===== src/rtl/rrts_pkg.sv =====
package rrts_pkg;

  // Width of thread ids on the ports; internal ids may be wider and wrap here
  localparam int ID_W     = 5;
  localparam int MODE_W   = 2;
  localparam int STATUS_W = 2;

  typedef enum logic [MODE_W-1:0] {
    MODE_CREATE = 2'd0,
    MODE_YIELD  = 2'd1,
    MODE_EXIT   = 2'd2,
    MODE_JOIN   = 2'd3
  } mode_t;

  typedef enum logic [STATUS_W-1:0] {
    STATUS_OK      = 2'd0,
    STATUS_UNKNOWN = 2'd1,
    STATUS_NORUN   = 2'd2,
    STATUS_FULL    = 2'd3
  } status_t;

  // Step commands from the controller to the datapath
  typedef struct packed {
    logic take;     // latch the input word
    logic exec;     // run the operation proper
    logic create2;  // add the second thread of a first create
    logic jfix;     // wake the joiner read from the joiner memory
    logic scan;     // build the successor request vectors
    logic pick;     // select the successor
    logic load;     // load the result word
  } ctl_t;

  // Datapath status seen by the controller
  typedef struct packed {
    logic first_create;  // create with an empty table
    logic yield_ok;      // yield with a known running thread
    logic exit_ok;       // exit with a known running thread
    logic out_free;      // result register can take a word this cycle
  } sts_t;

endpackage


===== src/rtl/rrts_ctrl.sv =====
module rrts_ctrl (
  input  logic           clk,
  input  logic           rst_n,
  input  logic           in_valid,
  output logic           in_stall,
  input  rrts_pkg::sts_t sts,
  output rrts_pkg::ctl_t ctl
);

  typedef enum logic [6:0] {
    S_IDLE = 7'b0000001,
    S_EXEC = 7'b0000010,
    S_CRE2 = 7'b0000100,
    S_JFIX = 7'b0001000,
    S_SCAN = 7'b0010000,
    S_PICK = 7'b0100000,
    S_FIN  = 7'b1000000
  } state_t;

  state_t state_r, state_nxt;

  // Sequence one operation through its steps
  always_comb begin
    state_nxt = state_r;
    ctl       = '0;
    in_stall  = 1'b1;
    unique case (state_r)
      S_IDLE: begin
        in_stall = 1'b0;
        if (in_valid) begin
          ctl.take  = 1'b1;
          state_nxt = S_EXEC;
        end
      end
      S_EXEC: begin
        ctl.exec = 1'b1;
        if (sts.first_create) begin
          state_nxt = S_CRE2;
        end else if (sts.exit_ok) begin
          state_nxt = S_JFIX;
        end else if (sts.yield_ok) begin
          state_nxt = S_SCAN;
        end else begin
          state_nxt = S_FIN;
        end
      end
      S_CRE2: begin
        ctl.create2 = 1'b1;
        state_nxt   = S_FIN;
      end
      S_JFIX: begin
        ctl.jfix  = 1'b1;
        state_nxt = S_SCAN;
      end
      S_SCAN: begin
        ctl.scan  = 1'b1;
        state_nxt = S_PICK;
      end
      S_PICK: begin
        ctl.pick  = 1'b1;
        state_nxt = S_FIN;
      end
      S_FIN: begin
        // Hold until the result register is free
        if (sts.out_free) begin
          ctl.load  = 1'b1;
          state_nxt = S_IDLE;
        end
      end
      default: state_nxt = S_IDLE;
    endcase
  end

  always_ff @(posedge clk) begin
    if (!rst_n) begin
      state_r <= S_IDLE;
    end else begin
      state_r <= state_nxt;
    end
  end

endmodule


===== src/rtl/rrts_dp.sv =====
module rrts_dp #(
  parameter int MAX_THREADS = 16
) (
  input  logic                            clk,
  input  logic                            rst_n,
  input  logic [rrts_pkg::MODE_W-1:0]     in_mode,
  input  logic [rrts_pkg::ID_W-1:0]       in_target_thread,
  input  logic                            out_stall,
  output logic                            out_valid,
  output logic [rrts_pkg::ID_W-1:0]       out_running_thread,
  output logic [rrts_pkg::ID_W-1:0]       out_new_thread_id,
  output logic                            out_switched,
  output logic [rrts_pkg::STATUS_W-1:0]   out_status,
  input  rrts_pkg::ctl_t                  ctl,
  output rrts_pkg::sts_t                  sts
);

  localparam int OW  = rrts_pkg::ID_W;
  localparam int IDW = $clog2(MAX_THREADS + 1);
  localparam int IW  = (MAX_THREADS > 1) ? $clog2(MAX_THREADS) : 1;
  localparam int CW  = (IDW > OW) ? IDW : OW;
  localparam logic [IDW-1:0] MAX_ID = IDW'(MAX_THREADS);
  localparam logic [IDW-1:0] ONE_ID = IDW'(1);

  // Latched operation
  rrts_pkg::mode_t   mode_r;
  logic [OW-1:0]     tgt_r;
  logic [IDW-1:0]    before_r;

  // Scheduler state
  logic [MAX_THREADS-1:0] act_r, act_nxt;
  logic [IDW-1:0]         total_r, total_nxt;
  logic [IDW-1:0]         run_r, run_nxt;
  rrts_pkg::status_t      status_r, status_nxt;
  logic [IDW-1:0]         new_id_r, new_id_nxt;

  // Successor search requests
  logic [MAX_THREADS-1:0] hi_req_r, all_req_r;
  logic [MAX_THREADS-1:0] known_mask, hi_mask;
  logic [MAX_THREADS-1:0] hi_low, all_low;
  logic [IDW-1:0]         hi_id, all_id;

  // Joiner memory: one write and one registered read per cycle
  logic [IDW-1:0] jn_mem [MAX_THREADS];
  logic [IDW-1:0] jn_rdata_r;
  logic           jn_we;
  logic [IW-1:0]  jn_waddr;
  logic [IDW-1:0] jn_wdata;

  // Result register
  logic          out_valid_r;
  logic [OW-1:0] out_run_r;
  logic [OW-1:0] out_new_r;
  logic          out_sw_r;
  logic [rrts_pkg::STATUS_W-1:0] out_status_r;

  // Decoded ids and indexes
  logic [IDW-1:0] cur_m1, tot_idx_w, jn_m1;
  logic [CW-1:0]  tgt_ext, tgt_m1;
  logic [IW-1:0]  cur_idx, tgt_idx, jn_idx, tot_idx;
  logic           cur_known, tgt_known, jn_known, table_full, add_thread;

  assign cur_m1    = run_r - ONE_ID;
  assign cur_idx   = cur_m1[IW-1:0];
  assign tgt_ext   = CW'(tgt_r);
  assign tgt_m1    = tgt_ext - CW'(1);
  assign tgt_idx   = tgt_m1[IW-1:0];
  assign jn_m1     = jn_rdata_r - ONE_ID;
  assign jn_idx    = jn_m1[IW-1:0];
  assign tot_idx_w = total_r;
  assign tot_idx   = tot_idx_w[IW-1:0];

  assign cur_known  = (run_r != '0) && (run_r <= total_r);
  assign tgt_known  = (tgt_r != '0) && (tgt_ext <= CW'(total_r));
  assign jn_known   = (jn_rdata_r != '0) && (jn_rdata_r <= total_r);
  assign table_full = (total_r == MAX_ID);

  assign add_thread = ctl.create2 ||
                      (ctl.exec && (mode_r == rrts_pkg::MODE_CREATE) && !table_full);

  assign sts.first_create = (mode_r == rrts_pkg::MODE_CREATE) && (total_r == '0);
  assign sts.yield_ok     = (mode_r == rrts_pkg::MODE_YIELD) && cur_known;
  assign sts.exit_ok      = (mode_r == rrts_pkg::MODE_EXIT) && cur_known;
  assign sts.out_free     = !out_valid_r || !out_stall;

  // Mask ids inside the table and ids after the running one
  always_comb begin
    for (int i = 0; i < MAX_THREADS; i++) begin
      known_mask[i] = IDW'(i) < total_r;
      hi_mask[i]    = IDW'(i) >= run_r;
    end
  end

  // Isolate the lowest request and encode it as an id
  assign hi_low  = hi_req_r & (~hi_req_r + MAX_THREADS'(1));
  assign all_low = all_req_r & (~all_req_r + MAX_THREADS'(1));

  always_comb begin
    hi_id  = '0;
    all_id = '0;
    for (int i = 0; i < MAX_THREADS; i++) begin
      if (hi_low[i]) begin
        hi_id = hi_id | IDW'(i + 1);
      end
      if (all_low[i]) begin
        all_id = all_id | IDW'(i + 1);
      end
    end
  end

  // Apply the step of the current operation
  always_comb begin
    act_nxt    = act_r;
    total_nxt  = total_r;
    run_nxt    = run_r;
    status_nxt = status_r;
    new_id_nxt = new_id_r;
    jn_we      = 1'b0;
    jn_waddr   = tot_idx;
    jn_wdata   = '0;

    if (ctl.take) begin
      status_nxt = rrts_pkg::STATUS_OK;
      new_id_nxt = '0;
    end

    // Add a thread at the end of the table and clear its joiner
    if (add_thread) begin
      act_nxt[tot_idx] = 1'b1;
      total_nxt        = total_r + ONE_ID;
      new_id_nxt       = total_r + ONE_ID;
      jn_we            = 1'b1;
      jn_waddr         = tot_idx;
      jn_wdata         = '0;
    end

    if (ctl.exec) begin
      case (mode_r)
        rrts_pkg::MODE_CREATE: begin
          if (table_full) begin
            status_nxt = rrts_pkg::STATUS_FULL;
          end
        end
        rrts_pkg::MODE_YIELD: begin
          if (!cur_known) begin
            status_nxt = rrts_pkg::STATUS_UNKNOWN;
          end
        end
        rrts_pkg::MODE_EXIT: begin
          if (!cur_known) begin
            status_nxt = rrts_pkg::STATUS_UNKNOWN;
          end else begin
            act_nxt[cur_idx] = 1'b0;
          end
        end
        rrts_pkg::MODE_JOIN: begin
          if (!cur_known || !tgt_known) begin
            status_nxt = rrts_pkg::STATUS_UNKNOWN;
          end else if (act_r[tgt_idx]) begin
            // Block the caller and hand the cpu to the target
            act_nxt[cur_idx] = 1'b0;
            run_nxt          = tgt_ext[IDW-1:0];
            jn_we            = 1'b1;
            jn_waddr         = tgt_idx;
            jn_wdata         = run_r;
          end
        end
        default: status_nxt = status_r;
      endcase
    end

    // Wake the joiner of the exiting thread
    if (ctl.jfix && jn_known) begin
      act_nxt[jn_idx] = 1'b1;
      jn_we           = 1'b1;
      jn_waddr        = cur_idx;
      jn_wdata        = '0;
    end

    // Switch to the first active id after the running one, wrapping around; report NORUN if none is active
    if (ctl.pick) begin
      if (|hi_req_r) begin
        run_nxt = hi_id;
      end else if (|all_req_r) begin
        run_nxt = all_id;
      end else begin
        status_nxt = rrts_pkg::STATUS_NORUN;
      end
    end
  end

  always_ff @(posedge clk) begin
    if (!rst_n) begin
      act_r       <= '0;
      total_r     <= '0;
      run_r       <= ONE_ID;
      out_valid_r <= 1'b0;
    end else begin
      act_r   <= act_nxt;
      total_r <= total_nxt;
      run_r   <= run_nxt;
      if (ctl.load) begin
        out_valid_r <= 1'b1;
      end else if (!out_stall) begin
        out_valid_r <= 1'b0;
      end
    end
  end

  // Payload registers
  always_ff @(posedge clk) begin
    status_r <= status_nxt;
    new_id_r <= new_id_nxt;
    if (ctl.take) begin
      mode_r   <= rrts_pkg::mode_t'(in_mode);
      tgt_r    <= in_target_thread;
      before_r <= run_r;
    end
    if (ctl.scan) begin
      hi_req_r  <= act_r & known_mask & hi_mask;
      all_req_r <= act_r & known_mask;
    end
    if (ctl.load) begin
      out_run_r    <= OW'(run_r);
      out_new_r    <= OW'(new_id_r);
      out_sw_r     <= (run_r != before_r);
      out_status_r <= status_r;
    end
  end

  // Joiner memory ports
  always_ff @(posedge clk) begin
    if (jn_we) begin
      jn_mem[jn_waddr] <= jn_wdata;
    end
    if (ctl.exec) begin
      jn_rdata_r <= jn_mem[cur_idx];
    end
  end

  assign out_valid          = out_valid_r;
  assign out_running_thread = out_run_r;
  assign out_new_thread_id  = out_new_r;
  assign out_switched       = out_sw_r;
  assign out_status         = out_status_r;

endmodule


===== src/rtl/round_robin_thread_scheduler.sv =====
// Round-robin thread scheduler: each word on the input channel is one operation
// (create, yield, exit, join) and produces exactly one result word. Operations run
// one at a time through a step sequencer: create, join and rejected operations run
// exec then fin; a first create adds cre2, a yield scan and pick, an exit jfix, scan
// and pick; fin waits while out_stall holds the result register. The steps come
// from the registered read of the joiner memory and the two-stage successor search
// (request vectors, then lowest-set-bit select). A new word is accepted while
// the previous result still waits to be taken. Ids above 31 wrap in the 5-bit result fields.
module round_robin_thread_scheduler #(
  parameter int MAX_THREADS = 16
) (
  input  logic                          clk,
  input  logic                          rst_n,
  input  logic                          in_valid,
  output logic                          in_stall,
  input  logic [rrts_pkg::MODE_W-1:0]   in_mode,
  input  logic [rrts_pkg::ID_W-1:0]     in_target_thread,
  output logic                          out_valid,
  input  logic                          out_stall,
  output logic [rrts_pkg::ID_W-1:0]     out_running_thread,
  output logic [rrts_pkg::ID_W-1:0]     out_new_thread_id,
  output logic                          out_switched,
  output logic [rrts_pkg::STATUS_W-1:0] out_status
);

  rrts_pkg::ctl_t ctl;
  rrts_pkg::sts_t sts;

  rrts_ctrl u_ctrl (
    .clk      (clk),
    .rst_n    (rst_n),
    .in_valid (in_valid),
    .in_stall (in_stall),
    .sts      (sts),
    .ctl      (ctl)
  );

  rrts_dp #(
    .MAX_THREADS (MAX_THREADS)
  ) u_dp (
    .clk                (clk),
    .rst_n              (rst_n),
    .in_mode            (in_mode),
    .in_target_thread   (in_target_thread),
    .out_stall          (out_stall),
    .out_valid          (out_valid),
    .out_running_thread (out_running_thread),
    .out_new_thread_id  (out_new_thread_id),
    .out_switched       (out_switched),
    .out_status         (out_status),
    .ctl                (ctl),
    .sts                (sts)
  );

endmodule


===== config.mk =====
export PLATFORM = sky130hd
export DESIGN_NAME = round_robin_thread_scheduler
export DESIGN_NICKNAME = d
export VERILOG_FILES = /design/src/rtl/rrts_pkg.sv /design/src/rtl/rrts_ctrl.sv /design/src/rtl/rrts_dp.sv /design/src/rtl/round_robin_thread_scheduler.sv
export SDC_FILE = /design/constraint.sdc
export NUM_CORES = 1
export LEC_CHECK = 0
export BUFFER_PORTS_ARGS = -buffer_cell sky130_fd_sc_hd__buf_4
export CELL_PAD_IN_SITES_DETAIL_PLACEMENT = 1
export CELL_PAD_IN_SITES_GLOBAL_PLACEMENT = 1
export CORE_AREA = 2 2 146 148
export DETAILED_ROUTE_END_ITERATION = 8
export DIE_AREA = 0 0 148 150
export PLACE_DENSITY = 0.75
export SLEW_MARGIN = 20
export SYNTH_ARGS = -nofsm -noshare
export SYNTH_HDL_FRONTEND = slang
export SYNTH_HIERARCHICAL = 1
export SYNTH_SLANG_ARGS = --single-unit

===== constraint.sdc =====
create_clock -name clk -period 4.93 [get_ports clk]
set_input_delay 0.493 -clock clk [delete_from_list [all_inputs] [get_ports clk]]
set_output_delay 0.493 -clock clk [all_outputs]
set_load 0.01 [all_outputs]

Yosys cells after proc, flatten, opt, wreduce, memory -nomap -nowiden
Memories as Yosys holds them, arrays and structs flattened. A register that Yosys moved wholly into a read port is not among the register bits.
Index checks and enable logic that the tools add are counted.
- bitwise operators: 10
- equal/unequal tests: 15
- magnitude comparators: 42
- muxes and demuxes: 101
- reduce and logical (&&, ||, !) cells: 31
- $add $sub $neg: 6
- operators with widths (cell ; count):
    two-way mux 16 bit ; 6
    two-way mux 4 bit ; 21
    bitwise AND 16 bit ; 5
    two-way mux 5 bit ; 16
    NOT 16 bit ; 3
    case mux 7 bit (6 select lines) ; 1
    >= comparator 4 x 5 -> 1 bit, first input constant ; 8
    less-than comparator 4 x 5 -> 1 bit, first input constant ; 8
    two-way mux 7 bit ; 5
    adder 16 x 1 -> 16 bit, second input constant ; 2
    OR 16 bit ; 2
    case mux 16 bit (2 select lines) ; 1
    OR reduction 16 bit ; 2
    two-way mux 1 bit ; 26
    two-way mux 2 bit ; 12
    two-way mux 3 bit ; 8
    >= comparator 3 x 5 -> 1 bit, first input constant ; 4
    less-than comparator 3 x 5 -> 1 bit, first input constant ; 4
    less-than comparator 4 x 5 -> 1 bit, second input constant ; 4
    <= comparator 5 bit ; 3
    nonzero test 5 bit ; 3
    demux 1 bit (select 4 bit) ; 3
    >= comparator 4 x 1 -> 1 bit, second input constant ; 3
    logical AND 1 bit ; 12
    other kinds (28) ; 43
- flip-flop bits (word level): 98
- input port bits: 11
- memories: 1
- logic and storage cells: 222
- bits in writable memories: 80
- memories (memory ; depth ; width ; read ports ; clocked after memory_dff ; write ports ; RTL line ; text):
    u_dp.jn_mem ; 16 ; 5 ; 1 ; 1 ; 1 ; rrts_dp.sv:44 ; logic [IDW-1:0] jn_mem [MAX_THREADS];

Depth between registers and ports, before layout
- depth in word-level cells: 22
- gate-level depth with buffers: 14
- depth with buffers taken out: 9

Hierarchy
Netlist, hierarchy kept.
- by module, submodules not included (module ; instances ; cells an instance ; area each (µm²)):
    rrts_dp ; 1 ; 719 ; 8745.9
    rrts_ctrl ; 1 ; 47 ; 414.1

Worst setup path after synthesis
Ideal clock, no wire load.
- path type: reg2reg
- start: register u_ctrl.state_r[0]
- end: register u_dp.all_req_r[0] (enable)
- slack: 317 ps
- cell stages (with the launch flop): 4
- clock period less this slack: 4613 ps
- arrival: 4098 ps
- buffers on the path: 0
- cells stage by stage: dfxtp_1 -> nor3_1 -> nand2b_1 -> nor4b_1
- RTL lines (item ; RTL line ; text):
    start, declared ; rrts_ctrl.sv:20 ; state_t state_r, state_nxt;
    start signal, assigned ; rrts_ctrl.sv:78 ; state_r <= state_nxt;
    end signal, assigned ; rrts_dp.sv:221 ; all_req_r <= act_r & known_mask;
    end, declared ; rrts_dp.sv:38 ; logic [MAX_THREADS-1:0] hi_req_r, all_req_r;

Final worst setup path
- start: register u_dp.total_r[2] (netlist: u_dp/tot_idx_w[2])
- end: memory u_dp/jn_mem[4][1] (netlist bit) (enable)
- word-level cells in the longest chain between the ends: 12
- ends and longest elaborated chain (item ; RTL line ; text):
    start, declared ; rrts_dp.sv:32 ; logic [IDW-1:0] total_r, total_nxt;
    start signal, assigned ; rrts_dp.sv:200 ; total_r <= total_nxt;
    equality test 5 bit ; rrts_dp.sv:76 ; assign table_full = (total_r == MAX_ID);
    logical NOT 1 bit ; rrts_dp.sv:79 ; (ctl.exec && (mode_r == rrts_pkg::MODE_CREATE) && !table_full);
    logical AND 1 bit ; rrts_dp.sv:79 ;
    logical OR 1 bit ; rrts_dp.sv:78 ; assign add_thread = ctl.create2 ||
    two-way mux 1 bit ; rrts_dp.sv:128 ; if (add_thread) begin
    two-way mux 1 bit ; rrts_dp.sv:159 ; end else if (act_r[tgt_idx]) begin
    two-way mux 1 bit ; rrts_dp.sv:157 ; if (!cur_known || !tgt_known) begin
    two-way mux 1 bit ; rrts_dp.sv:138 ; case (mode_r)
    two-way mux 1 bit ; rrts_dp.sv:137 ; if (ctl.exec) begin
    two-way mux 1 bit ; rrts_dp.sv:173 ; if (ctl.jfix && jn_known) begin
    two-way mux 1 bit ; rrts_dp.sv:233 ; if (jn_we) begin
    two-way mux 1 bit (implied by the code) ; rrts_dp.sv:234 ; jn_mem[jn_waddr] <= jn_wdata;
    end, declared ; rrts_dp.sv:44 ;
Several ways; a longest one is shown, not always the timed one.

==> flow_metrics.tcl <==
set metrics [dict create \
    status "finished clean" \
    drive_above_1_share 0.1503 \
    rsz0062_at_grt "false" \
    synth_cell_type_count 73 \
    grt_pass1_wl_um 40120 \
    powerDensity_mw_per_mm2 317.7 \
    die_h_um 150 \
    dieWidth_um 148 \
    synth_top_family_by_area "simple AND/OR/NAND/NOR gates" \
    grt_max_degree 34 \
    switching_share 0.2552 \
    cts-root-buf "clkbuf_16" \
    cts.sinks 183 \
    synth_edf_count 147 \
    finalClockSkew_ns 0.01700 \
    syn2layout_area_growth_pct 12.54 \
    finalHoldViolations 0 \
    place.gp.congestion 0.9182 \
    synthMuxAreaShare 0.06502 \
    firstDrtPassIters 5 \
    ys_top_cells_by_count "147 x edfxtp_1, 66 x nand2_1, 64 x nor2_1" \
    wl_um 25620 \
    syn_area_per_cell_um2 11.96 \
    clk-insertion-delay-late_ns 0.45 \
    vdd_drop_max_mv 0.2441 \
    crit_fanout 18 \
    antenna_found_initial 0 \
    synth_area_leader_cell "edfxtp_1" \
    grt_usage 0.2411 \
    synth_area_leaders "edfxtp_1 48%, dfxtp_1 7.9%, mux4_2 5.2%, ha_1 4.4%, nand2_1 2.7%" \
    finalCriticalPeriod_ns 4.598 \
    pre_cts_slack_ns 0.5298 \
    fmax_mhz 217.5 \
    drc_errors 0 \
    tns_ns 0 \
    netlist.area_leader.share 0.4819 \
    synthCells 766 \
    first_iter_violations 527 \
    cts_buffers 17 \
    htreeDepth 4 \
    finalMaxSlewViolations 0 \
    synth_nets 809 \
    slew_headroom 0.3826 \
    clkTransAtPathRegs_ns 0.08 \
    initial_core_util 0.4427 \
    finalSetupViolations 0 \
    ys_seq_area_frac 0.5606 \
    routed-via-count 6583 \
    worst_setup_path_start_kind "flip-flop" \
    port_buffers 25 \
    power_switching_mw 0.8358 \
    pwr-share-seq 0.519 \
    dieArea_mm2 0.02220 \
    cts_buffer_depth 2 \
    netlist_area_mm2 0.009160 \
    synth-simple-area-share 0.1707 \
    hold_class "input port to flip-flop" \
    comb_power_share 0.043 \
    routed_via_density 6.095 \
    antennaDiodeCount 0 \
    drtAntennaViolNets 0 \
    tritoncts "yes" \
    n_fill_cell 2167 \
    critPathKind "flip-flop to flip-flop" \
    cap_violations 0 \
    synth-xor-area-share 0.01721 \
    nets 835 \
    dpl-instance-area_mm2 0.009677 \
    synthFlopType "edfxtp_1" \
    synth.most_common_cell "edfxtp_1" \
    final_cell_area_mm2 0.01031 \
    leakagePower_nw 3.513 \
    io_pins 26 \
    grt_pass1_vias 6881 \
    num_rows 53 \
    fin_crit_sh 0.9327 \
    ys_warn_count 6 \
    final_util 0.4982 \
    async_flop_share 0 \
    setup_slack_ns 0.3320 \
    wire_per_inst_um 23.72 \
    intPower_mw 2.439 \
    p_clk_frac 0.438 \
    required_ns 5.04 \
    cts_resized 0 \
    total_power_mw 3.275 \
    arrival_ns 4.71 \
    cts_post_setup_buffers_inserted 0 \
    ys_ff_latch 183 \
    worst_pin_slew_ns 0.9191 \
    worst_setup_path_end_kind "flip-flop" \
    synth_compound_area_frac 0.1138 \
    grt_overflow 0 \
    postCtsHoldBufs 0 \
    synth_fa_ha_area_frac 0.04371 \
    core_mm2 0.02069 \
    place_hpwl_um 18340 \
]
-- kinds of logic after synthesis --
kind of cell	after synthesis
XOR/XNOR	18
buffers and inverters	63
AO/OA/AOI/OAI	150
flip-flops	183
AND/OR/NAND/NOR	292
multiplexers	28
adder cells (fa/ha/maj)	32
-- area by class of cell --
cell class | instances | area [µm²] | share of cell area
clock buffers | 17 | 425.4 | 0.04127
repair buffers | 43 | 322.8 | 0.03131
multi-input cells | 520 | 3772 | 0.3659
inverters | 27 | 101.3 | 0.009831
well taps | 275 | 344.1 | 0.03338
flip-flops and latches | 183 | 5136 | 0.4982
clock inverters | 15 | 206.4 | 0.02003
-- placed cells by master, fill, tap and decap left out, types with 9 or more instances in the layout --
cell type / count
and3_1: 15
a31oi_1: 16
nor4_1: 20
and2_1: 14
buf_4: 43
o21ai_0: 30
nor2b_1: 12
inv_1: 27
nor3_1: 24
nand4_1: 9
a21boi_0: 9
edfxtp_1: 147
xnor2_1: 11
dfxtp_1: 35
ha_1: 32
a21oi_1: 27
mux4_2: 21
nand2b_1: 10
nor2_1: 64
nand2_1: 66
clkbuf_16: 17
-- worst paths after layout --
check                           cells after the start                start                   endpoint  slack [ns]
worst max-delay path                                9    u_dp/tot_idx_w[2]          u_dp/jn_mem[4][1]        0.33
worst min-delay path                                1  in_target_thread[0]            u_dp/tgt_ext[0]        0.22
worst max register to register                      9    u_dp/tot_idx_w[2]          u_dp/jn_mem[4][1]        0.33
worst min register to register                      0     u_dp/new_id_r[4]  u_dp/out_new_thread_id[4]        0.43
-- power by group through the flow --
stage               clock (mW)  sequential (mW)  combinational [mW]
floorplan                    0             1.72              0.0957
global placement             0             1.73               0.133
detailed placement           0             1.73               0.138
CTS                       1.46             1.70               0.141
global route              1.52             1.70               0.155
finish                    1.43             1.70               0.141
-- critical path, stage by stage (launching register included) --
cell,delay [ns]
dfxtp_1,0.72
inv_1,0.35
ha_1,0.41
nand4_1,0.13
or2_2,0.31
a21oi_1,0.71
and4_4,0.50
a211oi_2,0.14
nor4_1,0.52
nor2b_1,0.44
-- layer usage --
| layer | part of all wire | vias to the layer above | track usage |
|---|---|---|---|
| li1 | - | 2981 | - |
| met1 | 0.42 | 3368 | 0.3007 |
| met4 | 0.025 | 0 | 0.08714 |
| met3 | 0.049 | 41 | 0.04177 |
| met5 | 0 | - | 0 |
| met2 | 0.51 | 193 | 0.4225 |
-- per-stage QoR --
step | hold WS, ns | std cells
floorplan | 0.4003 | 766
global placement | 0.4121 | 1048
detailed placement | 0.4099 | 1048
CTS | 0.2094 | 1080
global route | 0.2002 | 1080
finish | 0.2207 | 1080
-- flip-flops by register name, summed over array words and instances, names as in the netlist, 5 cells and up --
signal / count
u_dp/jn_rdata_r: 5
u_dp/hi_req_r: 16
u_dp/jn_mem: 80
u_dp/tot_idx_w: 5
u_ctrl/state_r: 7
u_dp/run_r: 5
u_dp/new_id_r: 5
u_dp/all_req_r: 16
u_dp/out_running_thread: 5
u_dp/before_r: 5
u_dp/tgt_ext: 5
u_dp/out_new_thread_id: 5
u_dp/act_r: 16
No activity file was read; power rests on OpenSTA's default activity.
